===== config.mk =====
export PLATFORM = sky130hd
export DESIGN_NAME = region_filename_parser_top
export DESIGN_NICKNAME = d
export VERILOG_FILES = /design/src/rfp_pkg.sv /design/src/region_filename_parser_top.sv
export SDC_FILE = /design/constraint.sdc
export NUM_CORES = 1
export LEC_CHECK = 0
export BUFFER_PORTS_ARGS = -buffer_cell sky130_fd_sc_hd__buf_2
export CAP_MARGIN = 5
export CORE_MARGIN = 2
export CORE_UTILIZATION = 40
export CTS_BUF_LIST = sky130_fd_sc_hd__clkbuf_8
export CTS_CLUSTER_DIAMETER = 120
export DETAILED_ROUTE_END_ITERATION = 16
export PLACE_DENSITY = 0.63
export SYNTH_ARGS = -nofsm -noshare
export SYNTH_HDL_FRONTEND = slang
export SYNTH_SLANG_ARGS = --single-unit

===== constraint.sdc =====
create_clock -name clk -period 6 [get_ports clk]
set_clock_uncertainty 0.1 [all_clocks]
set_input_delay 0.6 -clock clk [delete_from_list [all_inputs] [get_ports clk]]
set_output_delay 0.6 -clock clk [all_outputs]
set_load 0.005 [all_outputs]

===== src/rfp_pkg.sv =====
// rfp_pkg: shared types and constants for the region file name parser
// no dependencies; used by region_filename_parser_top and its checker
`timescale 1ns / 1ps

package rfp_pkg;

    // coordinate accumulator width
    localparam int COORD_BITS = 32;
    localparam int OUT_BITS   = 32;

    // parse phases
    localparam logic [2:0] PH_R    = 3'd0;
    localparam logic [2:0] PH_DOT  = 3'd1;
    localparam logic [2:0] PH_X    = 3'd2;
    localparam logic [2:0] PH_Z    = 3'd3;
    localparam logic [2:0] PH_M    = 3'd4;
    localparam logic [2:0] PH_C    = 3'd5;
    localparam logic [2:0] PH_A    = 3'd6;
    localparam logic [2:0] PH_DONE = 3'd7;

    // character codes
    localparam logic [7:0] CH_R      = 8'h72;
    localparam logic [7:0] CH_DOT    = 8'h2E;
    localparam logic [7:0] CH_MINUS  = 8'h2D;
    localparam logic [7:0] CH_SLASH  = 8'h2F;
    localparam logic [7:0] CH_BSLASH = 8'h5C;
    localparam logic [7:0] CH_M      = 8'h6D;
    localparam logic [7:0] CH_C      = 8'h63;
    localparam logic [7:0] CH_A      = 8'h61;
    localparam logic [7:0] CH_ZERO   = 8'h30;
    localparam logic [7:0] CH_NINE   = 8'h39;

    // input request: one path byte
    typedef struct packed {
        logic [7:0] char_code;
        logic       last_char;
    } rfp_in_t;

    // result request: verdict and coordinates
    typedef struct packed {
        logic                       ok;
        logic signed [OUT_BITS-1:0] x_coord;
        logic signed [OUT_BITS-1:0] z_coord;
    } rfp_out_t;

endpackage


===== src/region_filename_parser_top.sv =====
// region_filename_parser_top: out_valid rises after the last byte is accepted.
// throughput one byte per cycle; a byte is held back only while a finished result
// waits in the output register and the next registered byte is also a last byte.
// the byte register feeds the phase/accumulator update and the result register.
// reset (rst_n low, async) empties both registers and returns the parser to "expect r".
// depends on rfp_pkg
`timescale 1ns / 1ps

module region_filename_parser_top (
    input  logic             clk,
    input  logic             rst_n,
    input  logic             in_valid,
    output logic             in_ready,
    input  rfp_pkg::rfp_in_t in_data,
    output logic             out_valid,
    input  logic             out_ready,
    output rfp_pkg::rfp_out_t out_data
);

    // input byte register
    logic                 s1_valid_reg;
    rfp_pkg::rfp_in_t     s1_data_reg;
    logic                 s1_adv;
    logic                 s1_fire;

    // parse state
    logic [2:0]                      phase_reg, phase_next;
    logic                            failed_reg, failed_next;
    logic                            x_neg_reg, x_neg_next;
    logic                            z_neg_reg, z_neg_next;
    logic [rfp_pkg::COORD_BITS-1:0]  x_acc_reg, x_acc_next;
    logic [rfp_pkg::COORD_BITS-1:0]  z_acc_reg, z_acc_next;
    logic                            seen_reg, seen_next;

    // result register
    logic                 out_valid_reg, out_valid_next;
    rfp_pkg::rfp_out_t    out_data_reg, out_data_next;

    // byte decode and shared body update
    logic [7:0]                      c;
    logic                            is_digit;
    logic [3:0]                      digit;
    logic                            cur_neg;
    logic [rfp_pkg::COORD_BITS-1:0]  cur_acc;
    logic [rfp_pkg::COORD_BITS-1:0]  acc_times_ten;
    logic signed [rfp_pkg::COORD_BITS-1:0] x_fin;
    logic signed [rfp_pkg::COORD_BITS-1:0] z_fin;
    logic                            good;

    // handshake: the byte stage only stalls on a last byte with the result slot busy
    assign s1_adv   = !s1_data_reg.last_char || !out_valid_reg || out_ready;
    assign s1_fire  = s1_valid_reg && s1_adv;
    assign in_ready = !s1_valid_reg || s1_adv;

    assign out_valid = out_valid_reg;
    assign out_data  = out_data_reg;

    assign c        = s1_data_reg.char_code;
    assign is_digit = (c >= rfp_pkg::CH_ZERO) && (c <= rfp_pkg::CH_NINE);
    assign digit    = 4'(c - rfp_pkg::CH_ZERO);
    assign cur_neg  = (phase_reg == rfp_pkg::PH_X) ? x_neg_reg : z_neg_reg;
    assign cur_acc  = (phase_reg == rfp_pkg::PH_X) ? x_acc_reg : z_acc_reg;

    // acc * 10 + digit as two shifted adds
    assign acc_times_ten = rfp_pkg::COORD_BITS'((cur_acc << 3) + (cur_acc << 1)
                                                + rfp_pkg::COORD_BITS'(digit));

    // next parse state and result
    always_comb
    begin
        phase_next     = phase_reg;
        failed_next    = failed_reg;
        x_neg_next     = x_neg_reg;
        z_neg_next     = z_neg_reg;
        x_acc_next     = x_acc_reg;
        z_acc_next     = z_acc_reg;
        seen_next      = seen_reg;
        out_valid_next = out_valid_reg && !out_ready;
        out_data_next  = out_data_reg;
        good           = 1'b1;
        x_fin          = '0;
        z_fin          = '0;

        if (s1_fire)
        begin
            if (c == rfp_pkg::CH_SLASH || c == rfp_pkg::CH_BSLASH)
            begin
                phase_next  = rfp_pkg::PH_R;
                failed_next = 1'b0;
                x_neg_next  = 1'b0;
                z_neg_next  = 1'b0;
                x_acc_next  = '0;
                z_acc_next  = '0;
                seen_next   = 1'b0;
            end
            else if (!failed_reg)
            begin
                unique case (phase_reg)
                    rfp_pkg::PH_R:
                    begin
                        good = (c == rfp_pkg::CH_R);
                        if (good) phase_next = rfp_pkg::PH_DOT;
                    end
                    rfp_pkg::PH_DOT:
                    begin
                        good = (c == rfp_pkg::CH_DOT);
                        if (good) phase_next = rfp_pkg::PH_X;
                    end
                    rfp_pkg::PH_X, rfp_pkg::PH_Z:
                    begin
                        if (is_digit)
                        begin
                            seen_next = 1'b1;
                            if (phase_reg == rfp_pkg::PH_X) x_acc_next = acc_times_ten;
                            else                            z_acc_next = acc_times_ten;
                        end
                        else if (c == rfp_pkg::CH_MINUS && !seen_reg && !cur_neg)
                        begin
                            if (phase_reg == rfp_pkg::PH_X) x_neg_next = 1'b1;
                            else                            z_neg_next = 1'b1;
                        end
                        else if (c == rfp_pkg::CH_DOT && seen_reg)
                        begin
                            seen_next  = 1'b0;
                            phase_next = (phase_reg == rfp_pkg::PH_X) ? rfp_pkg::PH_Z
                                                                      : rfp_pkg::PH_M;
                        end
                        else
                        begin
                            good = 1'b0;
                        end
                    end
                    rfp_pkg::PH_M:
                    begin
                        good = (c == rfp_pkg::CH_M);
                        if (good) phase_next = rfp_pkg::PH_C;
                    end
                    rfp_pkg::PH_C:
                    begin
                        good = (c == rfp_pkg::CH_C);
                        if (good) phase_next = rfp_pkg::PH_A;
                    end
                    rfp_pkg::PH_A:
                    begin
                        good = (c == rfp_pkg::CH_A);
                        if (good) phase_next = rfp_pkg::PH_DONE;
                    end
                    default:
                    begin
                        good = 1'b0;
                    end
                endcase
                if (!good) failed_next = 1'b1;
            end

            // end of path: emit verdict and clear for the next path
            if (s1_data_reg.last_char)
            begin
                x_fin = x_neg_next ? -$signed(x_acc_next) : $signed(x_acc_next);
                z_fin = z_neg_next ? -$signed(z_acc_next) : $signed(z_acc_next);
                out_valid_next   = 1'b1;
                out_data_next.ok = !failed_next && (phase_next == rfp_pkg::PH_DONE);
                out_data_next.x_coord = out_data_next.ok ? rfp_pkg::OUT_BITS'(x_fin) : '0;
                out_data_next.z_coord = out_data_next.ok ? rfp_pkg::OUT_BITS'(z_fin) : '0;
                phase_next  = rfp_pkg::PH_R;
                failed_next = 1'b0;
                x_neg_next  = 1'b0;
                z_neg_next  = 1'b0;
                x_acc_next  = '0;
                z_acc_next  = '0;
                seen_next   = 1'b0;
            end
        end
    end

    // control registers
    always_ff @(posedge clk or negedge rst_n)
    begin
        if (!rst_n)
        begin
            s1_valid_reg  <= 1'b0;
            out_valid_reg <= 1'b0;
            phase_reg     <= rfp_pkg::PH_R;
            failed_reg    <= 1'b0;
            x_neg_reg     <= 1'b0;
            z_neg_reg     <= 1'b0;
            x_acc_reg     <= '0;
            z_acc_reg     <= '0;
            seen_reg      <= 1'b0;
        end
        else
        begin
            if (in_ready) s1_valid_reg <= in_valid;
            out_valid_reg <= out_valid_next;
            phase_reg     <= phase_next;
            failed_reg    <= failed_next;
            x_neg_reg     <= x_neg_next;
            z_neg_reg     <= z_neg_next;
            x_acc_reg     <= x_acc_next;
            z_acc_reg     <= z_acc_next;
            seen_reg      <= seen_next;
        end
    end

    // payload registers
    always_ff @(posedge clk)
    begin
        if (in_ready && in_valid) s1_data_reg <= in_data;
        out_data_reg <= out_data_next;
    end

endmodule


==> impl_metrics.yaml, run 1 <==
final_layout:
  regArea_um2: 4049
  syn2layout_area_growth_pct: 12.83
  multi_input_area_um2: 6977
  antennaDiodeCount: 0
  largest_reg_flops: 65
  n_fill_cell: 2738
  postLayoutCoreUtil_pct: 45.95
  drive_gt1_share_pct: 18.49
  nNetsFinal: 1430
global_route:
  grt_max_degree: 67
  grt_pass1_vias: 9866
  grt_pass1_wl_um: 57770
  grt_usage_pct: 25.59
  overflow: 0
  antenna_found_initial: 0
critical_path:
  rrSetupSlack_ns: 0.27
  startpoint: "phase_reg[2]"
  r2r_cells: 18
  slowest_stage: "or4_1"
  criticalPathCategory: "reg -> reg"
  cp_top_family: "simple AND/OR/NAND/NOR gates"
  end_kind: "register"
  timing.rr.start: "phase_reg[2]"
  crit_required_ns: 6.09
  path_cells: "nor2b_1 > and2_2 > buf_12 > mux2_2 > ha_1 > ha_1 > buf_4 > a21oi_1 > o21ai_1 > o2111a_1 > or4_1 > a31oi_1 > nor2_1 > nand4bb_4 > or4b_1 > a21oi_1 > xnor2_1 > nor2_1"
  startpoint_type: "register"
  crit_buf_inv: 2
  crit_arrival_ns: 5.82
  path_depth: 18
  cpPeakStageDelay_ns: 0.55
  worstPathMaxFanout: 28
  r2r-end: "out_data[59]"
timing:
  finalSetupViolCount: 0
  fin_crit_ns: 5.727
  tightestPinTransition_ns: 1.208
  fmax_mhz: 174.6
  max_slew_margin_pct: 19.26
  rsz0062_at_grt: "true"
  drv_slew: 0
  setup_tns_ns: 0
  final-hold-violation-count: 0
  fin_crit_sh_pct: 95.45
synthesis:
  postSynthRegisterBits: 147
  ys_types: 95
  synthCells: 1281
  synth_edf_count: 74
  syn_area_um2: 11310
  syn_nets: 1356
  ys_seq_area_share_pct: 35.78
  ys.flop_type: "edfxtp_1"
  synthArstFlopShare_pct: 49.66
  ys_warn_count: 0
  avgSynthCellArea_um2: 8.833
drt:
  top_layer: "met4"
  first_pass_iters: 6
  antenna_left: 0
  wl_per_cell_um: 21.32
  viasPerCell: 6.025
  m1WireLength_um: 16540
  wl_um: 37230
  wl_met2_um: 15810
  wl_met3_um: 3315
  num_vias: 10520
  drt_iter0_markers: 1286
  drc: 0
clock_network:
  cts_tree: "built"
  cts.clk_slew.worst_paths_ns: 0.10
  numCtsBuffers: 17
  htreeDepth: 4
  clock_path_buffers: 2
  clock_latency_ns: 0.48
  cts.sinks: 147
  cts_root_buffer: "clkbuf_8"
placed_design:
  io_buffers: 79
  hpwlAfterDp_um: 27240
  gp_congestion: 1.009
floorplan:
  start_util_pct: 40.73
  core_um2: 27780
  ioPinCount: 80
  dieHeight_um: 172.2
  fp-row-count: 61
  dieArea_um2: 29650
  die_width_um: 172.2
flow_run:
  maxCapViolations: 0
power:
  power.density_nw_per_um2: 155.8
  swShare_pct: 28.78
  p_clk_share_pct: 39.7
  p_leak_uw: 0.005112
  pwr-share-seq_pct: 55.1
  max-vdd-ir-drop_mv: 0.1235
  switching_power_uw: 572.5
  p_int_uw: 1417
  pwr-share-comb_pct: 5.2
status:
  status: "complete, no violations"
hold_path:
  worst_hold_path.endpoint: "c[7]"
  hp-start: "in_data[8]"
  hold_depth: 1
  hold_class: "in -> reg"
## area by class of cell
class / count / area share [%]
inverters: 18 / 0.5293
clock inverters: 15 / 1.098
multi-input cells: 1037 / 54.65
well taps: 378 / 3.705
clock buffers: 17 / 1.833
repair buffers: 134 / 6.469
flip-flops and latches: 147 / 31.72
## kinds of logic after synthesis
kind of cell             share of synthesized area (%)
multiplexers                                     5.319
AO/OA/AOI/OAI                                    21.71
adder cells (fa/ha/maj)                          6.989
AND/OR/NAND/NOR                                  21.29
flip-flops                                       35.78
buffers and inverters                            3.351
XOR/XNOR                                         5.562
## routing by layer
layer  vias up  global-route usage [%]
met3        93                   4.601
met2       542                   37.63
met1      4978                   36.87
met4         0                   10.74
met5         -                       0
li1       4907                       -
## placed cells by master (no fill, tap or decap), drive strengths merged, types with 22 or more instances in the layout
cell,instances
nand4,22
edfxtp,74
nand3,28
a31oi,26
o21ai,94
nor2,151
nor3,33
xor2,31
a22o,33
inv,27
a21oi,78
ha,60
buf,133
nand2,155
dfrtp,73
mux2,38
xnor2,40
## synthesized netlist by cell type, drive strengths merged (4+ instances only)
| cell type | instances | area (um2) |
|---|---|---|
| a211o | 4 | 35.03 |
| a211oi | 14 | 115.1 |
| a21o | 10 | 75.07 |
| a21oi | 78 | 401.6 |
| a22o | 33 | 289.0 |
| a22oi | 5 | 42.54 |
| a31oi | 26 | 162.7 |
| a32o | 5 | 50.05 |
| a41oi | 5 | 43.79 |
| and2 | 14 | 87.58 |
| and3 | 9 | 56.30 |
| buf | 23 | 101.4 |
| clkbuf | 56 | 210.2 |
| dfrtp | 73 | 1827 |
| edfxtp | 74 | 2222 |
| ha | 60 | 750.7 |
| inv | 18 | 67.56 |
| mux2 | 38 | 431.7 |
| mux2i | 17 | 170.2 |
| nand2 | 155 | 581.8 |
| nand2b | 6 | 37.54 |
| nand3 | 28 | 140.1 |
| nand4 | 22 | 158.9 |
| nand4b | 6 | 52.55 |
| nor2 | 151 | 566.8 |
| nor2b | 9 | 56.30 |
| nor3 | 33 | 165.2 |
| nor3b | 4 | 30.03 |
| nor4 | 10 | 105.1 |
| nor4b | 5 | 50.04 |
| o211ai | 9 | 67.56 |
| o21a | 10 | 75.07 |
| o21ai | 94 | 470.5 |
| o21bai | 5 | 37.54 |
| o31ai | 20 | 173.9 |
| o41ai | 4 | 68.82 |
| or2 | 8 | 50.05 |
| or3 | 10 | 62.56 |
| xnor2 | 40 | 350.3 |
| xor2 | 31 | 279.0 |
## metrics by stage
stage                     instance area, um2  std cells  hold slack, ns  setup WS [ns]  power (uW)
after floorplan                        11310       1281          0.2044        0.05378        1164
after global placement                 12320       1712          0.3948         0.3329        1222
after detailed placement               12320       1712          0.3964         0.1816        1222
after CTS                              12700       1745          0.1884         0.1472        1995
after global routing                   12770       1746          0.1804      -0.005838        2043
final                                  12770       1746          0.1992         0.2731        1989
## timing repair
item / 4_1_cts / 5_1_grt
gates resized for setup: 0 / 9
setup endpoints to repair: 0 / 9
setup buffers: 0 / 1
hold buffers: 1 / 0
endpoints found under the hold margin: 18 / 0
## power groups by stage
| stage | combinational (uW) | clock, uW | sequential, uW |
|---|---|---|---|
| 6_report | 104 | 789 | 1100 |
| 5_1_grt | 113 | 829 | 1100 |
| 4_1_cts | 104 | 794 | 1100 |
| 3_5_place_dp | 103 | 0 | 1120 |
| 3_3_place_gp | 103 | 0 | 1120 |
| 2_1_floorplan | 44.8 | 0 | 1120 |
## how the worst max path moves through the flow
stage / to / slack [ns]
finish: out_data[59] / 0.27
global route: out_data[59] / -0.006
CTS: out_data[59] / 0.15
detailed placement: out_data[59] / 0.18
global placement: out_data[62] / 0.33
floorplan: out_data[31] / 0.05
Note: power is estimated with default switching activity, not from simulation.
==> run 2, diff against run 1 <==
Settings changed: CORE_MARGIN 2 to 4.
==> run 2 against run 1 <==
Effect of this change:
- sequential power hardly changed
- utilization is 0.22 points higher
- first-iteration DRC count up 7.2%
- cell area up 0.76%
- die area up 4.7%
- via count is 1.2% higher
- fmax down 0.17%
- non-clock buffer count rose by 13
- clock power increased by 5.4%
- count of clock-buffer cells in the layout stayed put
- global-route usage decreased by 1.8 points
- worst hold slack worse by 0.038 ns
- critical endpoint unchanged
- largest power group unchanged
==> impl_metrics.yaml, run 2 (synthesized netlist as in run 1, its figures left out) <==
status:
  status: "complete, no violations"
critical_path:
  criticalPathCategory: "reg -> reg"
  crit_arrival_ns: 5.85
  slowest_stage: "or4b_1"
  startpoint_type: "register"
  crit_required_ns: 6.11
  worstPathMaxFanout: 28
  cpPeakStageDelay_ns: 0.53
  path_cells: "nor2b_1 > and2_4 > buf_12 > mux2_2 > ha_1 > ha_1 > a21oi_1 > o211ai_1 > a41o_1 > or4_1 > a31oi_2 > nor2_1 > nand4bb_4 > or4b_1 > a21oi_1 > xnor2_1 > nor2_1"
  end_kind: "register"
clock_network:
  clock_path_buffers: 2
  numCtsBuffers: 17
  cts.sinks: 147
  cts_root_buffer: "clkbuf_8"
  htreeDepth: 4
  cts_hold_buf: 0
  clock_latency_ns: 0.48
  cts.clk_slew.worst_paths_ns: 0.11
  cts_tree: "built"
drt:
  num_vias: 10650
  antenna_left: 0
  first_pass_iters: 6
  wl_um: 37340
  drt_iter0_markers: 1378
  drc: 0
  viasPerCell: 6.054
  wl_per_cell_um: 21.23
floorplan:
  dieHeight_um: 176.2
  fp-row-count: 61
  die_width_um: 176.2
  core_um2: 27860
  dieArea_um2: 31040
  start_util_pct: 40.62
  ioPinCount: 80
timing:
  drv_slew: 0
  final-hold-violation-count: 0
  max_slew_margin_pct: 29.42
  fin_crit_sh_pct: 95.61
  setup_ws_ns: 0.2633
  rsz0062_at_grt: "false"
  fmax_mhz: 174.3
  whs_ns: 0.1609
  tightestPinTransition_ns: 1.059
  finalSetupViolCount: 0
  fin_crit_ns: 5.737
  setup_tns_ns: 0
power:
  pwr-share-seq_pct: 53.9
  p_leak_uw: 0.005201
  finalPower_uw: 2032
  p_int_uw: 1460
  pwr-share-comb_pct: 5.2
  swShare_pct: 28.17
  p_clk_share_pct: 40.9
  power.density_nw_per_um2: 158.0
  switching_power_uw: 572.4
  max-vdd-ir-drop_mv: 0.1235
final_layout:
  multi_input_area_um2: 6954
  n_fill_cell: 2726
  largest_reg_flops: 65
  syn2layout_area_growth_pct: 13.69
  final_cell_mix: "nand2_1, nor2_1, o21ai_0, buf_2, a21oi_1"
  layout.cells.most_common: "nand2_1"
  drive_gt1_share_pct: 19.33
  antennaDiodeCount: 0
  regArea_um2: 4049
  nNetsFinal: 1443
placed_design:
  io_buffers: 79
  hpwlAfterDp_um: 27400
  pre_cts_ws_ns: 0.1572
  gp_congestion: 0.9904
hold_path:
  hold_class: "in -> async"
global_route:
  antenna_found_initial: 0
  overflow: 0
  grt_max_degree: 74
  grt_pass1_vias: 9880
  grt_usage_pct: 23.83
  grt_pass1_wl_um: 58030
flow_run:
  maxCapViolations: 0
[run 2: final cells by class]
class / count / area share [%]
multi-input cells: 1037 / 54.06
flip-flops and latches: 147 / 31.48
repair buffers: 147 / 7.159
well taps: 378 / 3.677
clock buffers: 17 / 1.819
clock inverters: 15 / 1.284
inverters: 18 / 0.5252
[run 2: metrics by stage]
| stage | instance area [um2] | cells | utilization (%) |
|---|---|---|---|
| 2_1_floorplan | 11310 | 1281 | - |
| 3_3_place_gp | 12420 | 1726 | 44.59 |
| 3_5_place_dp | 12420 | 1726 | 44.59 |
| 4_1_cts | 12820 | 1758 | 46.02 |
| 5_1_grt | 12860 | 1759 | 46.18 |
| 6_report | 12860 | 1759 | 46.18 |
[run 2: critical path: cells and delay by family (launching register included)]
kind / cells / cell delay (ns)
compound gates: 5 / 1.44
xor+xnor: 1 / 0.14
fa+ha+maj: 2 / 0.69
buf+inv: 1 / 0.23
flops: 1 / 0.48
mux: 1 / 0.38
simple gates: 7 / 1.99
[run 2: what timing repair did]
action                     4_1_cts  5_1_grt
buffers inserted                 0        1
setup endpoints to repair        0       16
resized for setup                0        8
[run 2: path summary, 6_finish.rpt]
path,slack (ns),cells past startpoint,end,start
min,0.16,1,x_acc_reg[0],rst_n
min reg2reg,0.42,2,x_acc_reg[27],x_acc_reg[27]
max reg2reg,0.26,17,out_data[59],phase_reg[2]
max in group asynchronous,4.90,1,z_acc_reg[21],rst_n
min in group clk,0.18,1,c[7],in_data[8]
max,0.26,17,out_data[59],phase_reg[2]
[run 2: power groups by stage]
stage / sequential, uW / clock (uW) / combinational, uW
global route: 1100 / 889 / 115
global placement: 1120 / 0 / 105
CTS: 1100 / 846 / 106
detailed placement: 1120 / 0 / 105
floorplan: 1120 / 0 / 44.8
finish: 1100 / 832 / 105
[run 2: layer usage]
layer  vias up  GRT usage (%)  part of all wire [%]
li1       4933              -                     -
met1      5068          35.22                    44
met2       555          34.99                    43
met3        93          3.812                   9.9
met4         0          9.162                   3.5
met5         -              0                     0
==> run 3, diff against run 2 <==
Settings changed: CORE_UTILIZATION 40 to 37, PLACE_DENSITY 0.63 to 0.59.
==> run 3 against run 2 <==
Effect of this change:
- critical path depth decreased by 1
- worst setup slack improved by 0.027 ns
- combinational power about the same
- sequential power about the same
- cell area about the same
- non-clock buffer count decreased by 7
==> impl_metrics.yaml, run 3 (synthesized netlist as in run 1, its figures left out) <==
status:
  status: "complete, no violations"
power:
  finalPower_uw: 2008
  p_leak_uw: 0.005167
  max-vdd-ir-drop_mv: 0.1320
  power.density_nw_per_um2: 156.2
critical_path:
  cp_top_family: "compound AO/OA/AOI/OAI gates"
  crit_buf_inv: 0
  startpoint_type: "register"
  worstPathMaxFanout: 8
  crit_required_ns: 6.11
  criticalPathCategory: "reg -> reg"
  cpPeakStageDelay_ns: 0.52
  crit_arrival_ns: 5.82
  path_cells: "nor2b_1 > and2_2 > mux2_2 > fa_1 > fa_1 > a21o_1 > a221o_2 > xor2_2 > o41ai_4 > o2111ai_2 > o31ai_4 > nand4_4 > nor4b_2 > a41oi_1 > xnor2_1 > nor2_1"
  slowest_stage: "fa_1"
  end_kind: "register"
  cp_common_cell: "fa_1"
  rrSetupSlack_ns: 0.29
clock_network:
  cts.clk_slew.worst_paths_ns: 0.10
  cts.sinks: 147
  cts_root_buffer: "clkbuf_8"
  clock_latency_ns: 0.48
  htreeDepth: 4
  clock_path_buffers: 2
  numCtsBuffers: 17
  cts_tree: "built"
placed_design:
  io_buffers: 79
  hpwlAfterDp_um: 28330
  pre_cts_ws_ns: -0.3381
  gp_congestion: 0.9500
global_route:
  overflow: 0
  grt_pass1_wl_um: 59120
  grt_usage_pct: 22.43
  grt_pass1_vias: 9853
  antenna_found_initial: 0
  grt_max_degree: 67
timing:
  fmax_mhz: 175.1
  fin_crit_ns: 5.710
  fin_crit_sh_pct: 95.16
  max_slew_margin_pct: 38.91
  setup_ws_ns: 0.2903
  drv_slew: 0
  rsz0062_at_grt: "false"
  final-hold-violation-count: 0
  finalSetupViolCount: 0
  whs_ns: 0.1838
  tightestPinTransition_ns: 0.9142
  setup_tns_ns: 0
final_layout:
  nNetsFinal: 1436
  antennaDiodeCount: 0
  largest_reg_flops: 65
  layout.cells.most_common: "nand2_1"
  syn2layout_area_growth_pct: 13.61
  drive_gt1_share_pct: 18.72
  final_cell_mix: "nand2_1, nor2_1, o21ai_0, buf_2, a21oi_1"
drt:
  wl_um: 38480
  first_pass_iters: 6
  antenna_left: 0
  drt_iter0_markers: 1388
  drc: 0
  viasPerCell: 5.986
  wl_per_cell_um: 21.83
  num_vias: 10550
hold_path:
  hold_class: "in -> reg"
floorplan:
  start_util_pct: 37.87
  fp-row-count: 63
  dieHeight_um: 182.9
  core_um2: 29870
  dieArea_um2: 33440
  die_width_um: 182.9
  ioPinCount: 80
flow_run:
  maxCapViolations: 0
-- run 3: metrics by stage --
stage | instance area (um2) | std cells | utilization [%]
2_1_floorplan | 11310 | 1281 | -
3_3_place_gp | 12370 | 1728 | 41.39
3_5_place_dp | 12370 | 1728 | 41.39
4_1_cts | 12770 | 1760 | 42.76
5_1_grt | 12850 | 1763 | 43.03
6_report | 12850 | 1763 | 43.03
-- run 3: path summary, 6_finish.rpt --
path,start,to,cells after the start
setup / recovery,phase_reg[2],out_data[63],16
hold / removal,in_data[3],c[2],1
setup reg to reg,phase_reg[2],out_data[63],16
hold reg to reg,x_acc_reg[31],x_acc_reg[31],1
max in group asynchronous,rst_n,z_acc_reg[27],3
min in group asynchronous,rst_n,x_acc_reg[2],2
-- run 3: power by group --
part / internal, uW / total, uW / switching (uW)
combinational: 28.5 / 108 / 79.1
sequential: 1080 / 1100 / 12.9
clock: 379 / 804 / 426
-- run 3: layout make-up --
cell class	instances	area, um2
Multi-Input combinational cell	1037	6995
Clock inverter	13	136.4
Timing Repair Buffer	140	870.8
Fill cell	2942	17020
Clock buffer	18	247.7
Sequential cell	147	4049
Inverter	18	67.56
Tap cell	390	488.0
-- run 3: timing repair --
item,in CTS,in global routing
pin swaps,0,5
resized for setup,2,10
endpoints found under the setup margin,2,17
hold buffers,1,0
hold endpoints to repair,29,0
buffers inserted,0,3
gates cloned,0,0
-- run 3: metal layers --
metal,up-vias,track usage (%),wire [um]
met4,0,7.241,1079
met5,-,0,0
met1,5052,33.16,17580
met2,515,33.53,16550
met3,73,3.729,3279
li1,4913,-,-
